$ cat config.mk
export PLATFORM = sky130hd
export DESIGN_NAME = msp_frame_encoder_top
export DESIGN_NICKNAME = d
export VERILOG_FILES = /design/src/rtl/msp_enc_pkg.sv /design/src/rtl/msp_enc_front.sv /design/src/rtl/msp_enc_queue.sv /design/src/rtl/msp_enc_back.sv /design/src/rtl/msp_frame_encoder_top.sv
export SDC_FILE = /design/constraint.sdc
export NUM_CORES = 1
export LEC_CHECK = 0
export BUFFER_PORTS_ARGS = -buffer_cell sky130_fd_sc_hd__buf_4
export CAP_MARGIN = 30
export CORE_AREA = 2 2 122 124
export DETAILED_ROUTE_END_ITERATION = 8
export DIE_AREA = 0 0 124 126
export GPL_TIMING_DRIVEN = 0
export HOLD_SLACK_MARGIN = 0.08
export PLACE_DENSITY = 0.75
export SYNTH_ARGS = -nofsm -noshare
export SYNTH_HDL_FRONTEND = slang
export SYNTH_SLANG_ARGS = --single-unit
export TNS_END_PERCENT = 100
$ cat constraint.sdc
create_clock -name clk -period 4.85 [get_ports clk]
set_input_delay 0 -clock clk [delete_from_list [all_inputs] [get_ports clk]]
set_output_delay 0 -clock clk [all_outputs]
set_load 0.01 [all_outputs]
$ cat src/rtl/msp_enc_pkg.sv
// Package for the MSP frame encoder: word and job types, framing constants,
// and the CRC-8 DVB-S2 byte update. No dependencies.
package msp_enc_pkg;

    // command codes of an input word
    localparam logic CMD_START = 1'b0;
    localparam logic CMD_DATA  = 1'b1;

    // framing characters
    localparam logic [7:0] START_CHAR = 8'h24;  // '$'
    localparam logic [7:0] DIR_CHAR   = 8'h3E;  // '>'
    localparam logic [7:0] V1_MAGIC   = 8'h4D;  // 'M'
    localparam logic [7:0] V2_MAGIC   = 8'h58;  // 'X'
    localparam logic [7:0] V2_FLAG    = 8'h00;
    localparam logic [7:0] CRC8_POLY  = 8'hD5;

    // header byte steps: '$' magic '>' then the fields
    localparam int unsigned STEP_W = 3;
    localparam logic [STEP_W-1:0] STEP_FIRST   = 3'd0;
    localparam logic [STEP_W-1:0] STEP_FIELDS  = 3'd3;  // first byte folded into check
    localparam logic [STEP_W-1:0] V1_HDR_LAST  = 3'd4;
    localparam logic [STEP_W-1:0] V2_HDR_LAST  = 3'd7;

    // job queue between front and back (power of two)
    localparam int unsigned QUEUE_DEPTH = 2;
    localparam int unsigned QPTR_W      = $clog2(QUEUE_DEPTH);

    typedef struct packed {
        logic        command;
        logic        use_v2;
        logic [15:0] msg_id;
        logic [15:0] payload_len;
        logic [7:0]  data_byte;
    } in_word_t;

    typedef struct packed {
        logic [7:0] out_byte;
        logic       frame_end;
    } out_word_t;

    // one classified item: a frame start or a payload byte, and whether
    // the check byte follows it
    typedef struct packed {
        logic        command;
        logic        use_v2;
        logic [15:0] msg_id;
        logic [15:0] payload_len;
        logic [7:0]  data_byte;
        logic        close;
    } job_t;

    typedef enum logic {
        BK_RUN,
        BK_CHECK
    } back_state_t;

    function automatic logic [7:0] crc8_feed(input logic [7:0] crc, input logic [7:0] b);
        logic [7:0] c;
        c = crc ^ b;
        for (int i = 0; i < 8; i++) begin
            if (c[7])
            begin
                c = {c[6:0], 1'b0} ^ CRC8_POLY;
            end
            else
            begin
                c = {c[6:0], 1'b0};
            end
        end
        return c;
    endfunction

endpackage

$ cat src/rtl/msp_enc_front.sv
// Front end of the MSP frame encoder: accepts input words, tracks the open
// frame and pushes classified jobs. Depends on msp_enc_pkg.
module msp_enc_front
    import msp_enc_pkg::*;
(
    input  logic     clk,
    input  logic     rst_n,
    input  logic     cmd_valid,
    output logic     cmd_stall,
    input  in_word_t cmd_word,
    input  logic     q_full,
    output logic     push,
    output job_t     job
);

    logic        open_reg, open_next;
    logic [15:0] left_reg, left_next;
    logic        accept;
    logic [15:0] frame_len;

    assign cmd_stall = q_full;
    assign accept    = cmd_valid && !q_full;

    // v1 keeps the low byte of the length only
    assign frame_len = cmd_word.use_v2 ? cmd_word.payload_len
                                       : {8'h00, cmd_word.payload_len[7:0]};

    always_comb
    begin
        open_next        = open_reg;
        left_next        = left_reg;
        push             = 1'b0;
        job.command      = cmd_word.command;
        job.use_v2       = cmd_word.use_v2;
        job.msg_id       = cmd_word.msg_id;
        job.payload_len  = cmd_word.payload_len;
        job.data_byte    = cmd_word.data_byte;
        job.close        = 1'b0;
        priority if (accept && cmd_word.command == CMD_START)
        begin
            // a start abandons any open frame
            push      = 1'b1;
            left_next = frame_len;
            open_next = (frame_len != 16'd0);
            job.close = (frame_len == 16'd0);
        end
        else if (accept && open_reg)
        begin
            push      = 1'b1;
            left_next = left_reg - 16'd1;
            open_next = (left_reg != 16'd1);
            job.close = (left_reg == 16'd1);
        end
        else
        begin
            // drop payload with no frame open
            push = 1'b0;
        end
    end

    always_ff @(posedge clk or negedge rst_n)
    begin
        if (!rst_n)
        begin
            open_reg <= 1'b0;
            left_reg <= 16'd0;
        end
        else
        begin
            open_reg <= open_next;
            left_reg <= left_next;
        end
    end

endmodule

$ cat src/rtl/msp_enc_queue.sv
// Short job queue between the front and back of the MSP frame encoder.
// Depends on msp_enc_pkg.
module msp_enc_queue
    import msp_enc_pkg::*;
(
    input  logic clk,
    input  logic rst_n,
    input  logic push,
    input  job_t job_in,
    output logic full,
    input  logic pop,
    output logic head_valid,
    output job_t head
);

    job_t              slot_reg [QUEUE_DEPTH];
    logic [QPTR_W-1:0] wr_ptr_reg, wr_ptr_next;
    logic [QPTR_W-1:0] rd_ptr_reg, rd_ptr_next;
    logic [QPTR_W:0]   count_reg, count_next;
    logic              do_push, do_pop;

    assign full       = (count_reg == (QPTR_W + 1)'(QUEUE_DEPTH));
    assign head_valid = (count_reg != '0);
    assign head       = slot_reg[rd_ptr_reg];
    assign do_push    = push && !full;
    assign do_pop     = pop && head_valid;

    always_comb
    begin
        wr_ptr_next = do_push ? wr_ptr_reg + 1'b1 : wr_ptr_reg;
        rd_ptr_next = do_pop ? rd_ptr_reg + 1'b1 : rd_ptr_reg;
        count_next  = count_reg;
        unique case ({do_push, do_pop})
            2'b10:   count_next = count_reg + 1'b1;
            2'b01:   count_next = count_reg - 1'b1;
            default: count_next = count_reg;
        endcase
    end

    always_ff @(posedge clk)
    begin
        if (do_push)
        begin
            slot_reg[wr_ptr_reg] <= job_in;
        end
    end

    always_ff @(posedge clk or negedge rst_n)
    begin
        if (!rst_n)
        begin
            wr_ptr_reg <= '0;
            rd_ptr_reg <= '0;
            count_reg  <= '0;
        end
        else
        begin
            wr_ptr_reg <= wr_ptr_next;
            rd_ptr_reg <= rd_ptr_next;
            count_reg  <= count_next;
        end
    end

endmodule

$ cat src/rtl/msp_enc_back.sv
// Back end of the MSP frame encoder: sequences header, payload and check
// bytes from queued jobs into the output register. Depends on msp_enc_pkg.
module msp_enc_back
    import msp_enc_pkg::*;
(
    input  logic      clk,
    input  logic      rst_n,
    input  logic      head_valid,
    input  job_t      head,
    output logic      pop,
    output logic      tx_valid,
    input  logic      tx_stall,
    output out_word_t tx_word
);

    back_state_t       state_reg, state_next;
    logic [STEP_W-1:0] step_reg, step_next;
    logic [7:0]        acc_reg, acc_next;
    logic              v2_reg, v2_next;
    logic              out_valid_reg, out_valid_next;
    out_word_t         out_reg, out_next;

    logic              adv;
    logic              job_done;
    logic [STEP_W-1:0] hdr_last;
    logic              emit;
    logic [7:0]        emit_byte;
    logic              emit_end;
    logic [7:0]        hdr_byte;

    // the output register takes a new word when empty or being taken
    assign adv      = !out_valid_reg || !tx_stall;
    assign hdr_last = head.use_v2 ? V2_HDR_LAST : V1_HDR_LAST;
    assign job_done = (head.command == CMD_DATA) || (step_reg == hdr_last);

    always_comb
    begin
        unique case (step_reg)
            3'd0:    hdr_byte = START_CHAR;
            3'd1:    hdr_byte = head.use_v2 ? V2_MAGIC : V1_MAGIC;
            3'd2:    hdr_byte = DIR_CHAR;
            3'd3:    hdr_byte = head.use_v2 ? V2_FLAG : head.payload_len[7:0];
            3'd4:    hdr_byte = head.msg_id[7:0];
            3'd5:    hdr_byte = head.msg_id[15:8];
            3'd6:    hdr_byte = head.payload_len[7:0];
            default: hdr_byte = head.payload_len[15:8];
        endcase
    end

    // next state
    always_comb
    begin
        state_next = state_reg;
        unique case (state_reg)
            BK_RUN:
            begin
                if (head_valid && adv && job_done && head.close)
                begin
                    state_next = BK_CHECK;
                end
            end
            BK_CHECK:
            begin
                if (adv)
                begin
                    state_next = BK_RUN;
                end
            end
            default: state_next = BK_RUN;
        endcase
    end

    // outputs and datapath
    always_comb
    begin
        emit      = 1'b0;
        emit_byte = acc_reg;
        emit_end  = 1'b0;
        pop       = 1'b0;
        step_next = step_reg;
        acc_next  = acc_reg;
        v2_next   = v2_reg;
        unique case (state_reg)
            BK_RUN:
            begin
                if (head_valid && adv)
                begin
                    emit = 1'b1;
                    pop  = job_done;
                    if (head.command == CMD_START)
                    begin
                        emit_byte = hdr_byte;
                        step_next = job_done ? STEP_FIRST : step_reg + 1'b1;
                        if (step_reg == STEP_FIRST)
                        begin
                            acc_next = 8'h00;
                            v2_next  = head.use_v2;
                        end
                        else if (step_reg >= STEP_FIELDS)
                        begin
                            acc_next = v2_reg ? crc8_feed(acc_reg, hdr_byte)
                                              : acc_reg ^ hdr_byte;
                        end
                    end
                    else
                    begin
                        emit_byte = head.data_byte;
                        acc_next  = v2_reg ? crc8_feed(acc_reg, head.data_byte)
                                           : acc_reg ^ head.data_byte;
                    end
                end
            end
            BK_CHECK:
            begin
                emit      = adv;
                emit_byte = acc_reg;
                emit_end  = 1'b1;
            end
            default:
            begin
                emit = 1'b0;
            end
        endcase
        out_valid_next = adv ? emit : out_valid_reg;
        out_next       = out_reg;
        if (adv)
        begin
            out_next.out_byte  = emit_byte;
            out_next.frame_end = emit_end;
        end
    end

    assign tx_valid = out_valid_reg;
    assign tx_word  = out_reg;

    always_ff @(posedge clk)
    begin
        out_reg <= out_next;
    end

    always_ff @(posedge clk or negedge rst_n)
    begin
        if (!rst_n)
        begin
            state_reg     <= BK_RUN;
            step_reg      <= STEP_FIRST;
            acc_reg       <= 8'h00;
            v2_reg        <= 1'b0;
            out_valid_reg <= 1'b0;
        end
        else
        begin
            state_reg     <= state_next;
            step_reg      <= step_next;
            acc_reg       <= acc_next;
            v2_reg        <= v2_next;
            out_valid_reg <= out_valid_next;
        end
    end

endmodule

$ cat src/rtl/msp_frame_encoder_top.sv
// MSP frame encoder top level: front end, job queue and byte sequencer.
// Depends on msp_enc_pkg, msp_enc_front, msp_enc_queue, msp_enc_back.
//
// Usage:
//   cmd channel (cmd_valid / cmd_stall / cmd_word) takes one word per item:
//   command = start opens a frame (version, message id, payload length),
//   command = data delivers one payload byte. A data word with no frame open
//   is taken and dropped. A start while a frame is open abandons that frame.
//   tx channel (tx_valid / tx_stall / tx_word) gives the framed bytes one
//   word at a time; frame_end marks the check byte (XOR for v1, CRC-8
//   DVB-S2 for v2) that closes each frame.
// Path: a taken item is written into the job queue, and its first byte then
//   passes through the output register before it shows on tx.
// Throughput: one output byte per cycle unless tx_stall holds, set by the
//   byte sequencer in the back end. A payload word gives one byte, two
//   with the check byte; a start word gives 5 (v1) or 8 (v2) header bytes,
//   one more for a zero length. The front accepts while the two-entry
//   queue has room, so items arrive back to back while earlier bytes drain.
// Reset: rst_n clears the open-frame state, the queue and the output
//   valid flag; no frame is open after reset.
// Stall: while tx_stall holds, the output word holds, the sequencer stops,
//   the queue fills and then cmd_stall rises.
module msp_frame_encoder_top
    import msp_enc_pkg::*;
(
    input  logic      clk,
    input  logic      rst_n,
    input  logic      cmd_valid,
    output logic      cmd_stall,
    input  in_word_t  cmd_word,
    output logic      tx_valid,
    input  logic      tx_stall,
    output out_word_t tx_word
);

    logic push;
    job_t job;
    logic q_full;
    logic pop;
    logic head_valid;
    job_t head;

    // classify words and track the open frame
    msp_enc_front u_front (
        .clk       (clk),
        .rst_n     (rst_n),
        .cmd_valid (cmd_valid),
        .cmd_stall (cmd_stall),
        .cmd_word  (cmd_word),
        .q_full    (q_full),
        .push      (push),
        .job       (job)
    );

    // decouple acceptance from byte emission
    msp_enc_queue u_queue (
        .clk        (clk),
        .rst_n      (rst_n),
        .push       (push),
        .job_in     (job),
        .full       (q_full),
        .pop        (pop),
        .head_valid (head_valid),
        .head       (head)
    );

    // emit header, payload and check bytes
    msp_enc_back u_back (
        .clk        (clk),
        .rst_n      (rst_n),
        .head_valid (head_valid),
        .head       (head),
        .pop        (pop),
        .tx_valid   (tx_valid),
        .tx_stall   (tx_stall),
        .tx_word    (tx_word)
    );

endmodule

==> metrics.txt <==
DRT Wirelength 15040 um; most common cell after layout, fill and taps aside edfxtp_1; flip-flop count of the largest register after layout 86; Clk Tree Root Cell clkbuf_16; vias per inst 5.568; commonest non-fill, non-tap cells in the layout edfxtp_1, buf_4, nand2_1; # diodes 0; core area 14310 um^2; EDFF count, synth 95; initial antenna violation count 0; Post-synth top flop edfxtp_1; Worst path most repeated cell ha_1; final setup skew 0.004687 ns; post-synthesis cell area 6360 um^2; clk slew on worst S/H paths 0.06 ns; fin crit period 4.036 ns; share of the synthesized area in the top cell type 44.86%; Final setup viols 0; total clock sinks 130; Final Core Density 56.82%; multi-input logic area 2517 um^2; sequential area share after synthesis 58.63%; crit-path max FO 10; Max stage delay on crit path 0.87 ns; R2R Setup Slk 0.81 ns; clk_lat worst skew 0.42 ns; Crit path arrival time 4.34 ns; final instance area 8133 um^2; Cells after Synth 521; final hold violation count 0; remaining antenna violation count 0; Worst Hold Class input pin to async pin; Fillers 1160; YS warnings 0; Synthesized Nets 575; Max H-tree Level 4; dominant cell type by area after synthesis edfxtp_1; max cap viols 0; Post-CTS Resized 0; initial core utilization 44.43%; Remaining DRCs 0; Overall Global Routing Usage 20.55%; average wire per standard cell 17.91 um; CTS tree done; GPL Wtd Cong 0.9703; R2R Path End u_back.acc_reg[3]; via count 4677; Fmax achieved 247.8 MHz; reg2reg path depth 11; largest net degree at the start of global routing 36; port bufs 56; slowest stage cell, crit path nor4_2; reg2reg start u_back.step_reg[0]; Detail Placement HPWL 10400 um; placement row count 44; global-route wire length before repair 24140 um; slew at the pin with the worst max-slew slack 0.9885 ns; RSZ-0062 raised after global routing no; vias in the first global route 4782; Async SR Flop Fraction 26.92%; post-synthesis cell type count 63; Area Overhead vs Synth 27.88%; outcome finished, final reports clean; Worst setup SP type register; fraction of layout cells with a size suffix above 1 17.68%; setup TNS 0 ns; endpoint type of the worst setup path register; drt first pass iters 5; Avg Cell Area, Syn 12.21 um^2; CTS buffer count 17; Horiz. Die Dim 124 um; Cell Chain, Critical Path ha_1 > ha_1 > nor4_2 > a21o_1 > o31ai_2 > xor2_2 > xnor3_1 > xor2_1 > nand3_1 > a31o_1 > a221o_1; fin nets 697; chip height 126 um; deepest clock path buffer count 2; I/O Pins 57; DR iter-0 viols 329; die area 15620 um^2; FF+latch count, synth 130; Rel. slew slack 33.55%; CP required 5.15 ns; max-slew violation count 0; dominant cells by area after synthesis edfxtp_1, dfrtp_1, xnor2_1; CP Class register to register; placed inst area 7066 um^2; fin crit share 83.22%; FF/Latch Area 3729 um^2; Congestion Overflow GR 0
==> metrics by stage <==
step | std cells | hold slack, ns | setup WS, ns
finish | 840 | 0.09904 | 0.8137
global route | 840 | 0.1231 | 0.5690
CTS | 840 | 0.1052 | 0.8338
detailed placement | 763 | 0.004314 | 0.8544
global placement | 761 | -0.0009615 | 0.1617
floorplan | 521 | -0.2956 | 1.329
==> Yosys cell counts (all sizes together), types with 2 or more instances <==
cell type  instances
a21boi             3
o21ai             36
xnor2             42
a22o               3
a21o               6
a21oi             15
mux2              11
clkbuf            14
nand2b             3
o41ai              3
dfrtp             35
nor2              30
nand2             49
o2111ai            2
xor2              22
nor4               6
nand3             13
nand4              2
edfxtp            95
o22ai              5
a31oi              2
buf                8
inv               10
a211oi             5
a31o               3
and3               3
a22oi             13
xnor3              2
nor3              10
ha                 8
nor2b              4
o31ai              4
o22a               3
mux2i             22
or3                3
o221a              2
or4                5
o32ai              2
a221oi             5
==> routing by layer <==
layer	global-route usage, %	wire length [um]	vias to the layer above
li1	-	-	2195
met1	26.08	6375	2279
met2	32.64	7332	166
met3	5.978	838	37
met4	9.055	498	0
met5	0	0	-
==> worst max path at each step <==
stage | slack [ns] | to | startpoint
floorplan | 1.33 | u_queue.slot_reg[1][0] | u_queue.count_reg[0]
global placement | 0.16 | u_queue.slot_reg[1][2] | u_queue.count_reg[0]
detailed placement | 0.85 | u_back.acc_reg[3] | u_back.step_reg[0]
CTS | 0.83 | u_back.acc_reg[3] | u_back.step_reg[0]
global route | 0.57 | u_back.acc_reg[3] | u_back.step_reg[0]
finish | 0.81 | u_back.acc_reg[3] | u_back.step_reg[0]
==> cell type report <==
cell class	instances	area share, %
buffer	22	1.123
clock buffer	18	5.277
clock inverter	14	2.308
inverter	10	0.4615
multi-input combinational	359	30.95
sequential	130	45.85
tap	184	2.831
timing repair buffer	103	11.20
==> cell families after synthesis <==
logic type / count (synthesis) / share of synthesized area (%)
adder cells (fa/ha/maj): 8 / 1.574
buffers and inverters: 32 / 2.026
AO/OA/AOI/OAI: 121 / 12.98
AND/OR/NAND/NOR: 131 / 9.680
XOR/XNOR: 66 / 9.640
flip-flops: 130 / 58.63
multiplexers: 33 / 5.469
==> what timing repair did <==
item | 4_1_cts | 5_1_grt
setup buffers | 0 | 0
hold buffers | 45 | 0
endpoints found under the hold margin | 138 | 0
==> worst max-delay path, delay by kind of cell, from the launching register on <==
| family | cells | cell delay, ns |
|---|---|---|
| XOR/XNOR | 3 | 1.07 |
| AND/OR/NAND/NOR | 2 | 1.01 |
| AO/OA/AOI/OAI | 4 | 0.84 |
| adder cells (fa/ha/maj) | 2 | 0.52 |
| flip-flops | 1 | 0.46 |
Power is left out: the tool's default activity adds up to more than one toggle a clock period on the data nets, which glitch-free logic cannot reach.
